--- config.mk ---
export PLATFORM = sky130hd
export DESIGN_NAME = fixed_block_free_list_allocator_flat
export DESIGN_NICKNAME = d
export VERILOG_FILES = /design/src/fbfl_pkg.sv /design/src/fbfl_req_if.sv /design/src/fbfl_rsp_if.sv /design/src/fbfl_ram.sv /design/src/fbfl_ctrl.sv /design/src/fbfl_dp.sv /design/src/fixed_block_free_list_allocator.sv /design/src/flat_wrapper.sv
export SDC_FILE = /design/constraint.sdc
export NUM_CORES = 2
export LEC_CHECK = 0
export ABC_AREA = 0
export BUFFER_PORTS_ARGS = -buffer_cell sky130_fd_sc_hd__buf_2
export CAP_MARGIN = 10
export CORE_ASPECT_RATIO = 0.6
export CORE_MARGIN = 4
export CORE_UTILIZATION = 63
export DETAILED_ROUTE_END_ITERATION = 6
export GPL_ROUTABILITY_DRIVEN = 0
export PLACE_DENSITY = 0.76
export RECOVER_POWER = 25
export SYNTH_ARGS = -nofsm -noshare
export SYNTH_HDL_FRONTEND = slang
export SYNTH_SLANG_ARGS = --single-unit
--- constraint.sdc ---
create_clock -name clk -period 22.8 [get_ports clk]
set_clock_uncertainty 0.05 [all_clocks]
set_input_delay 1.14 -clock clk [delete_from_list [all_inputs] [get_ports clk]]
set_output_delay 1.14 -clock clk [all_outputs]
set_load 0.01 [all_outputs]
--- src/fbfl_pkg.sv ---
package fbfl_pkg;

    // Field widths of the request, response and configuration beats
    localparam int INDEX_W   = 9;
    localparam int ADDR_W    = 33;
    localparam int STATUS_W  = 2;
    localparam int BASE_W    = 32;
    localparam int PAYLOAD_W = 16;
    localparam int STRIDE_W  = PAYLOAD_W + 1;

    // Configuration port
    localparam int CFG_IDX_W  = 1;
    localparam int CFG_DATA_W = 32;

    localparam logic [CFG_IDX_W-1:0] CFG_BASE_ADDRESS  = 1'd0;
    localparam logic [CFG_IDX_W-1:0] CFG_PAYLOAD_BYTES = 1'd1;

    localparam logic [BASE_W-1:0]    BASE_RESET    = 32'd0;
    localparam logic [PAYLOAD_W-1:0] PAYLOAD_RESET = 16'd64;

    // Request opcodes
    localparam logic OP_ALLOC = 1'b0;
    localparam logic OP_FREE  = 1'b1;

    // Response status codes
    localparam logic [STATUS_W-1:0] ST_DONE    = 2'd0;
    localparam logic [STATUS_W-1:0] ST_EMPTY   = 2'd1;
    localparam logic [STATUS_W-1:0] ST_REFUSED = 2'd2;

    // Commands from the controller to the datapath
    typedef struct packed {
        logic capture;  // request beat taken: latch it and read the pool RAM
        logic commit;   // decide, update the free list and load the response
    } fbfl_cmd_t;

endpackage

--- src/fbfl_req_if.sv ---
interface fbfl_req_if
    import fbfl_pkg::*;
();
    logic               valid;
    logic               ready;
    logic               opcode;
    logic [INDEX_W-1:0] block_index;

    modport source (output valid, output opcode, output block_index, input ready);
    modport sink   (input valid, input opcode, input block_index, output ready);
endinterface

--- src/fbfl_rsp_if.sv ---
interface fbfl_rsp_if
    import fbfl_pkg::*;
();
    logic                valid;
    logic                ready;
    logic [STATUS_W-1:0] status;
    logic [INDEX_W-1:0]  granted_index;
    logic [ADDR_W-1:0]   payload_address;

    modport source (output valid, output status, output granted_index,
                    output payload_address, input ready);
    modport sink   (input valid, input status, input granted_index,
                    input payload_address, output ready);
endinterface

--- src/fbfl_ram.sv ---
module fbfl_ram #(
    parameter int WIDTH = 8,
    parameter int DEPTH = 256
) (
    input  logic                     clk,
    input  logic                     we,
    input  logic [$clog2(DEPTH)-1:0] waddr,
    input  logic [WIDTH-1:0]         wdata,
    input  logic                     re,
    input  logic [$clog2(DEPTH)-1:0] raddr,
    output logic [WIDTH-1:0]         rdata
);

    logic [WIDTH-1:0] mem [DEPTH];
    logic [WIDTH-1:0] rdata_reg;

    // One write port, one registered read port
    always_ff @(posedge clk)
    begin
        if (we)
        begin
            mem[waddr] <= wdata;
        end
        if (re)
        begin
            rdata_reg <= mem[raddr];
        end
    end

    assign rdata = rdata_reg;

endmodule

--- src/fbfl_ctrl.sv ---
module fbfl_ctrl
    import fbfl_pkg::*;
(
    input  logic      clk,
    input  logic      rst_n,
    input  logic      in_valid,
    output logic      in_ready,
    output logic      out_valid,
    input  logic      out_ready,
    output fbfl_cmd_t cmd
);

    localparam logic S_IDLE = 1'b0;
    localparam logic S_EXEC = 1'b1;

    logic state_reg, state_next;
    logic out_valid_reg, out_valid_next;
    logic slot_free;

    // Response slot is free when empty or being drained this cycle
    assign slot_free   = !out_valid_reg || out_ready;
    assign in_ready    = (state_reg == S_IDLE);
    assign cmd.capture = in_valid && in_ready;
    assign cmd.commit  = (state_reg == S_EXEC) && slot_free;
    assign out_valid   = out_valid_reg;

    // Next state and response valid
    always_comb
    begin
        state_next     = state_reg;
        out_valid_next = out_valid_reg;
        if (out_ready)
        begin
            out_valid_next = 1'b0;
        end
        if (cmd.commit)
        begin
            out_valid_next = 1'b1;
        end
        unique case (state_reg)
            S_IDLE:
            begin
                if (cmd.capture)
                begin
                    state_next = S_EXEC;
                end
            end
            S_EXEC:
            begin
                if (cmd.commit)
                begin
                    state_next = S_IDLE;
                end
            end
            default:
            begin
                state_next = S_IDLE;
            end
        endcase
    end

    always_ff @(posedge clk or negedge rst_n)
    begin
        if (!rst_n)
        begin
            state_reg     <= S_IDLE;
            out_valid_reg <= 1'b0;
        end
        else
        begin
            state_reg     <= state_next;
            out_valid_reg <= out_valid_next;
        end
    end

endmodule

--- src/fbfl_dp.sv ---
module fbfl_dp
    import fbfl_pkg::*;
#(
    parameter int MAX_BLOCKS   = 256,
    parameter int HEADER_BYTES = 16
) (
    input  logic                  clk,
    input  logic                  rst_n,
    input  fbfl_cmd_t             cmd,
    input  logic                  opcode,
    input  logic [INDEX_W-1:0]    block_index,
    input  logic                  cfg_we,
    input  logic [CFG_IDX_W-1:0]  cfg_index,
    input  logic [CFG_DATA_W-1:0] cfg_data,
    output logic [STATUS_W-1:0]   status,
    output logic [INDEX_W-1:0]    granted_index,
    output logic [ADDR_W-1:0]     payload_address
);

    localparam int IDX_W  = $clog2(MAX_BLOCKS + 1);
    localparam int AW     = $clog2(MAX_BLOCKS);
    localparam int CMP_W  = (IDX_W > INDEX_W) ? IDX_W : INDEX_W;
    localparam int PROD_W = STRIDE_W + AW;
    localparam int SUM_W  = ADDR_W + 1;
    localparam int WORD_W = IDX_W + 1;

    localparam logic [IDX_W-1:0]    LAST_IDX = IDX_W'(MAX_BLOCKS);
    localparam logic [CMP_W-1:0]    LAST_CMP = CMP_W'(MAX_BLOCKS);
    localparam logic [STRIDE_W-1:0] HDR_STR  = STRIDE_W'(HEADER_BYTES);
    localparam logic [SUM_W-1:0]    HDR_SUM  = SUM_W'(HEADER_BYTES);

    // Configuration registers
    logic [BASE_W-1:0]    base_reg;
    logic [PAYLOAD_W-1:0] payload_reg;

    // Free list control state: head and high-water mark of allocated indices
    logic [IDX_W-1:0] head_reg, head_next;
    logic [IDX_W-1:0] hw_reg, hw_next;

    // Request latched at capture
    logic              op_reg;
    logic [IDX_W-1:0]  tgt_reg;
    logic              range_ok_reg;
    logic [PROD_W-1:0] prod_reg;

    // Response registers
    logic [STATUS_W-1:0] status_reg;
    logic [INDEX_W-1:0]  granted_reg;
    logic [ADDR_W-1:0]   addr_reg;

    logic [CMP_W-1:0]    idx_ext;
    logic [IDX_W-1:0]    tgt_next;
    logic [IDX_W-1:0]    tgt_next_m1;
    logic                range_ok_next;
    logic [STRIDE_W-1:0] stride;
    logic [IDX_W-1:0]    tgt_m1;

    logic [WORD_W-1:0] ram_rdata;
    logic [WORD_W-1:0] ram_wdata;
    logic              ram_we;

    logic             fresh;
    logic             mark;
    logic [IDX_W-1:0] link;
    logic             ok;
    logic [CMP_W-1:0] granted_ext;
    logic [SUM_W-1:0] addr_sum;

    // Pool RAM: each word holds the used mark above the next link
    fbfl_ram #(
        .WIDTH (WORD_W),
        .DEPTH (MAX_BLOCKS)
    ) u_ram (
        .clk   (clk),
        .we    (ram_we),
        .waddr (tgt_m1[AW-1:0]),
        .wdata (ram_wdata),
        .re    (cmd.capture),
        .raddr (tgt_next_m1[AW-1:0]),
        .rdata (ram_rdata)
    );

    // Target block at capture: head on allocate, given index on free
    assign idx_ext     = CMP_W'(block_index);
    assign tgt_next    = (opcode == OP_FREE) ? idx_ext[IDX_W-1:0] : head_reg;
    assign tgt_next_m1 = tgt_next - IDX_W'(1);
    assign stride      = STRIDE_W'(payload_reg) + HDR_STR;

    always_comb
    begin
        if (opcode == OP_FREE)
        begin
            range_ok_next = (idx_ext != '0) && (idx_ext <= LAST_CMP);
        end
        else
        begin
            range_ok_next = (head_reg != '0);
        end
    end

    // Entries above the high-water mark were never written: initial chain
    assign tgt_m1 = tgt_reg - IDX_W'(1);
    assign fresh  = (tgt_reg > hw_reg);
    assign mark   = fresh ? 1'b0 : ram_rdata[IDX_W];

    always_comb
    begin
        if (!fresh)
        begin
            link = ram_rdata[IDX_W-1:0];
        end
        else if (tgt_reg == LAST_IDX)
        begin
            link = '0;
        end
        else
        begin
            link = tgt_reg + IDX_W'(1);
        end
    end

    assign ok = range_ok_reg && ((op_reg == OP_ALLOC) ? !mark : mark);

    // Decision, list update and RAM write-back
    always_comb
    begin
        head_next = head_reg;
        hw_next   = hw_reg;
        ram_we    = 1'b0;
        ram_wdata = {1'b0, head_reg};
        if (cmd.commit && ok)
        begin
            ram_we = 1'b1;
            if (op_reg == OP_ALLOC)
            begin
                head_next = link;
                ram_wdata = {1'b1, link};
                if (fresh)
                begin
                    hw_next = tgt_reg;
                end
            end
            else
            begin
                head_next = tgt_reg;
                ram_wdata = {1'b0, head_reg};
            end
        end
    end

    assign granted_ext = CMP_W'(tgt_reg);
    assign addr_sum    = SUM_W'(base_reg) + SUM_W'(prod_reg) + HDR_SUM;

    // Control and configuration state
    always_ff @(posedge clk or negedge rst_n)
    begin
        if (!rst_n)
        begin
            base_reg    <= BASE_RESET;
            payload_reg <= PAYLOAD_RESET;
            head_reg    <= IDX_W'(1);
            hw_reg      <= '0;
        end
        else
        begin
            head_reg <= head_next;
            hw_reg   <= hw_next;
            if (cfg_we)
            begin
                unique case (cfg_index)
                    CFG_BASE_ADDRESS:  base_reg    <= cfg_data;
                    CFG_PAYLOAD_BYTES: payload_reg <= cfg_data[PAYLOAD_W-1:0];
                    default:           base_reg    <= base_reg;
                endcase
            end
        end
    end

    // Request latch (stride product computed alongside the RAM read)
    always_ff @(posedge clk)
    begin
        if (cmd.capture)
        begin
            op_reg       <= opcode;
            tgt_reg      <= tgt_next;
            range_ok_reg <= range_ok_next;
            prod_reg     <= PROD_W'(stride) * PROD_W'(tgt_next_m1[AW-1:0]);
        end
    end

    // Response beat
    always_ff @(posedge clk)
    begin
        if (cmd.commit)
        begin
            if (ok && (op_reg == OP_ALLOC))
            begin
                status_reg  <= ST_DONE;
                granted_reg <= granted_ext[INDEX_W-1:0];
                addr_reg    <= addr_sum[ADDR_W-1:0];
            end
            else
            begin
                status_reg  <= ok ? ST_DONE
                                  : ((op_reg == OP_ALLOC) ? ST_EMPTY : ST_REFUSED);
                granted_reg <= '0;
                addr_reg    <= '0;
            end
        end
    end

    assign status          = status_reg;
    assign granted_index   = granted_reg;
    assign payload_address = addr_reg;

endmodule

--- src/fixed_block_free_list_allocator.sv ---
// Channel   Dir  Beat fields
// req       in   opcode (0 allocate, 1 free), block_index[8:0]
// rsp       out  status[1:0], granted_index[8:0], payload_address[32:0]
// cfg       in   cfg_we, cfg_index (0 base_address, 1 payload_bytes), cfg_data[31:0]
//
// Each request is handled as a pool RAM read (link and used mark of the target
// block) at capture, then the decision, RAM write-back and response load at commit.
// A new request is taken once the previous one has committed.
// The free list comes up ready at reset; no clearing pass is needed.
// A stalled response holds the block in its commit cycle; a request may be
// taken while the previous response still waits.
module fixed_block_free_list_allocator
    import fbfl_pkg::*;
#(
    parameter int MAX_BLOCKS   = 256,
    parameter int HEADER_BYTES = 16
) (
    input  logic                  clk,
    input  logic                  rst_n,
    fbfl_req_if.sink              req,
    fbfl_rsp_if.source            rsp,
    input  logic                  cfg_we,
    input  logic [CFG_IDX_W-1:0]  cfg_index,
    input  logic [CFG_DATA_W-1:0] cfg_data
);

    fbfl_cmd_t cmd;
    logic      req_ready;
    logic      rsp_valid;

    fbfl_ctrl u_ctrl (
        .clk       (clk),
        .rst_n     (rst_n),
        .in_valid  (req.valid),
        .in_ready  (req_ready),
        .out_valid (rsp_valid),
        .out_ready (rsp.ready),
        .cmd       (cmd)
    );

    fbfl_dp #(
        .MAX_BLOCKS   (MAX_BLOCKS),
        .HEADER_BYTES (HEADER_BYTES)
    ) u_dp (
        .clk             (clk),
        .rst_n           (rst_n),
        .cmd             (cmd),
        .opcode          (req.opcode),
        .block_index     (req.block_index),
        .cfg_we          (cfg_we),
        .cfg_index       (cfg_index),
        .cfg_data        (cfg_data),
        .status          (rsp.status),
        .granted_index   (rsp.granted_index),
        .payload_address (rsp.payload_address)
    );

    assign req.ready = req_ready;
    assign rsp.valid = rsp_valid;

endmodule
--- src/flat_wrapper.sv ---
// flat-port wrapper written by rule: the top's interface ports become plain ports
module fixed_block_free_list_allocator_flat import fbfl_pkg::*;
#(
    parameter int MAX_BLOCKS   = 256,
    parameter int HEADER_BYTES = 16
)
  (clk, rst_n, cfg_we, cfg_index, cfg_data, req_valid, req_opcode, req_block_index, req_ready, rsp_valid, rsp_status, rsp_granted_index, rsp_payload_address, rsp_ready);
  fbfl_req_if req_i ();
  fbfl_rsp_if rsp_i ();
  input  logic clk;
  input  logic rst_n;
  input  logic cfg_we;
  input  logic [CFG_IDX_W-1:0] cfg_index;
  input  logic [CFG_DATA_W-1:0] cfg_data;
  input wire logic [$bits(req_i.valid)-1:0] req_valid;
  input wire logic [$bits(req_i.opcode)-1:0] req_opcode;
  input wire logic [$bits(req_i.block_index)-1:0] req_block_index;
  output wire logic [$bits(req_i.ready)-1:0] req_ready;
  output wire logic [$bits(rsp_i.valid)-1:0] rsp_valid;
  output wire logic [$bits(rsp_i.status)-1:0] rsp_status;
  output wire logic [$bits(rsp_i.granted_index)-1:0] rsp_granted_index;
  output wire logic [$bits(rsp_i.payload_address)-1:0] rsp_payload_address;
  input wire logic [$bits(rsp_i.ready)-1:0] rsp_ready;
  assign req_i.valid = req_valid;
  assign req_i.opcode = req_opcode;
  assign req_i.block_index = req_block_index;
  assign req_ready = req_i.ready;
  assign rsp_valid = rsp_i.valid;
  assign rsp_status = rsp_i.status;
  assign rsp_granted_index = rsp_i.granted_index;
  assign rsp_payload_address = rsp_i.payload_address;
  assign rsp_i.ready = rsp_ready;
  fixed_block_free_list_allocator #(.MAX_BLOCKS(MAX_BLOCKS), .HEADER_BYTES(HEADER_BYTES)) u_core (.clk(clk), .rst_n(rst_n), .req(req_i), .rsp(rsp_i), .cfg_we(cfg_we), .cfg_index(cfg_index), .cfg_data(cfg_data));
endmodule
==> results.py <==
metrics = {
    "cts": {
        "hold_buffers": 0,
        "cts_tree": "yes",
        "cts_htree_levels": 4,
        "numCtsBuffers": 231,
        "ctsResizeCount": 0,
        "clk_latency_ps": 880,
        "path_clk_slew_ps": 70,
        "cts_root_buf": "clkbuf_16",
        "cts_sinks": 2718,
        "clock_path_buffers": 4,
        "cts_setup_buffers": 0,
    },
    "timing": {
        "final.setup.tns_ps": 0,
        "grt_setup_unrepaired": "false",
        "max_freq_mhz": 77.21,
        "finalMaxSlewViolations": 707,
        "tightestPinTransition_ps": 4657,
        "fin_crit_sh": 0.5680,
        "fin_crit_ps": 12950,
        "finalSetupViolations": 0,
        "hold_viol_final": 0,
        "relSlewSlack": -2.105,
    },
    "min_path": {
        "hp-class": "input port to asynchronous set/reset pin",
    },
    "floorplanning": {
        "die_area_um2": 183700,
        "die_h_um": 333.6,
        "fp.coreArea_um2": 175500,
        "start_util": 0.6343,
        "io_pins": 94,
        "rows": 119,
        "die_w_um": 550.7,
    },
    "synthesis": {
        "yosysTopAreaCell": "edfxtp_1",
        "syn_nets": 5666,
        "yosys.area.top_type_share": 0.7147,
        "seq_area_frac_synth": 0.7300,
        "synth_flop_cell": "edfxtp_1",
        "yosysMostFrequentCell": "edfxtp_1",
        "ys_types": 56,
        "synth.avg_cell_area_um2": 20.56,
        "synth.area.top_cells": "edfxtp_1, mux4_2, fa_1",
        "syn_area_um2": 111300,
        "yosys-top-cells-count": "edfxtp_1, mux4_2, nor2_1",
        "yosys_warnings": 0,
        "synthCells": 5415,
        "synth-edff-count": 2650,
        "ys_ff_latch": 2718,
        "synthArstFlopShare": 0.02502,
    },
    "final_layout": {
        "stdcell_count": 8159,
        "largest_reg_flops": 2560,
        "multi_input_area_um2": 28610,
        "area_growth_pct": 9.580,
        "drive_above_1_share": 0.2324,
        "nets": 5847,
        "fin_util": 0.6950,
        "register_area_um2": 81280,
        "fillers": 10460,
    },
    "global_routing": {
        "grt_pass1_vias": 56210,
        "grt_max_degree": 181,
        "grt_overflow": 0,
        "antenna_found_initial": 31,
        "grt_pass1_wl_mm": 416.2,
        "grt_usage": 0.3189,
    },
    "routing": {
        "wl_met3_mm": 43.54,
        "drt_iter0_markers": 9788,
        "met1_length_mm": 110.4,
        "dr.pass1.iters": 6,
        "drc_errors": 0,
        "vias": 57810,
        "vias_per_cell": 7.086,
        "wire_per_inst_um": 35.42,
        "antenna_left": 0,
        "routed.top_layer": "met5",
        "drt-total-wl_mm": 289.0,
        "wl_met2_mm": 125.0,
    },
    "setup_path": {
        "cpMaxStageDelayCell": "clkbuf_1",
        "cp_common_cell": "o21a_1",
        "crit_fanout": 90,
        "critPathRequiredTime_ps": 23280,
        "cp.arrival_ps": 13430,
        "worstSetupStartpointType": "flop",
        "end_kind": "flop",
        "slowest_delay_ps": 3410,
        "path_class": "flop to flop",
        "cp_cell_sequence": "inv_1 -> ha_1 -> nor2b_1 -> o21a_1 -> o21a_1 -> o21a_1 -> o21ai_0 -> a211oi_4 -> clkbuf_1 -> clkbuf_1 -> o21ai_0 -> o21ai_4 -> buf_4 -> buf_4",
    },
    "status": {
        "outcome": "finished with violations",
        "violations": "max-capacitance violations, max-slew violations",
    },
    "placement": {
        "place_hpwl_mm": 174.1,
        "io_buffers": 93,
        "dp_cells": 7721,
    },
    "power_and_ir_drop": {
        "fin_total_pwr_mw": 16.82,
        "ir_drop_mv": 0.2194,
        "powerDensity_nw_per_um2": 137.8,
        "leakagePower_nw": 38.97,
    },
    "job": {
        "max-cap-violations": 21,
    },
}
[area by class of cell]
cell class	count	share of cell area
clock inverters	139	0.01048
diodes	16	0.0003282
multi-input cells	2279	0.2345
well taps	2359	0.02419
inverters	136	0.004184
clock buffers	282	0.04946
repair buffers	230	0.01069
flip-flops and latches	2718	0.6662
[per-stage QoR]
| stage | area, um2 | hold slack (ps) | setup slack [ps] |
|---|---|---|---|
| floorplan | 111300 | 437.5 | 3217 |
| global placement | 115000 | 440.4 | 14640 |
| detailed placement | 115000 | 454.0 | 14580 |
| CTS | 122300 | 9.474 | 15460 |
| global route | 122000 | 202.1 | 9246 |
| finish | 122000 | 193.8 | 9849 |
[metal layers]
metal	vias up	global-route usage
met3	586	0.1164
met4	18	0.08689
met5	-	0.01462
li1	22460	-
met2	4531	0.4366
met1	30220	0.4922
[final timing paths]
kind | from | cells past startpoint | slack [ps] | to
max reg2reg | u_core.u_dp.granted_ext[0] | 14 | 9850 | u_core.u_dp.u_ram.mem[223][4]
max | u_core.u_dp.granted_ext[0] | 14 | 9850 | u_core.u_dp.u_ram.mem[223][4]
max in group asynchronous | rst_n | 2 | 18760 | u_core.u_dp.base_reg[28]
min | rst_n | 1 | 190 | u_core.u_dp.base_reg[0]
min in group clk | cfg_data[16] | 2 | 450 | u_core.u_dp.base_reg[16]
min reg2reg | u_core.u_dp.base_reg[9] | 1 | 470 | u_core.u_dp.base_reg[9]
[critical path, delay by kind of cell (launching register included)]
kind | cells | cell delay [ps]
buffers and inverters | 5 | 8540
AO/OA/AOI/OAI | 7 | 2760
flip-flops | 1 | 700
adder cells (fa/ha/maj) | 1 | 250
AND/OR/NAND/NOR | 1 | 110
[layout by cell type (no fill, tap or decap), types with 9 or more instances in the layout]
cell type | netlist | routed
edfxtp_1 | 2650 | 2650
mux4_2 | 800 | 800
nor2_1 | 327 | 327
clkbuf_16 | 0 | 233
nand2_1 | 191 | 191
clkbuf_1 | 170 | 147
inv_1 | 136 | 136
nand3_1 | 132 | 132
ha_1 | 112 | 111
fa_1 | 91 | 91
buf_4 | 9 | 81
nor3_1 | 74 | 67
dfrtp_1 | 66 | 66
and2_1 | 62 | 53
clkinv_2 | 0 | 52
clkinv_1 | 0 | 51
mux2_2 | 50 | 50
a21oi_1 | 46 | 45
buf_2 | 90 | 44
o211ai_1 | 42 | 42
xnor2_1 | 47 | 41
mux2i_1 | 39 | 39
o21ai_0 | 43 | 38
nand4_1 | 32 | 32
xor2_1 | 29 | 26
bufinv_16 | 0 | 23
nand2b_1 | 22 | 22
a21o_1 | 22 | 22
o21a_1 | 18 | 18
diode_2 | 0 | 16
and3_1 | 10 | 10
nor2b_1 | 10 | 9
and2_0 | 0 | 9
or2_2 | 9 | 9
[power by group]
group          total [mW]  switching [mW]  internal, mW
Sequential           6.59          0.0815          6.51
Clock                3.92            1.78          2.14
Combinational        6.31            3.99          2.32
[cell families (layout without fill, tap and decap cells)]
kind of cell	count (synthesis)	in the layout	synth area share
mux	889	889	0.1704
flops	2718	2718	0.7300
simple gates	891	891	0.03632
fa+ha+maj	203	203	0.02895
buf+inv	418	787	0.01547
xor+xnor	76	76	0.005978
other cells	0	16	0
compound gates	220	220	0.01290
Power figures use the tool's default switching activity.
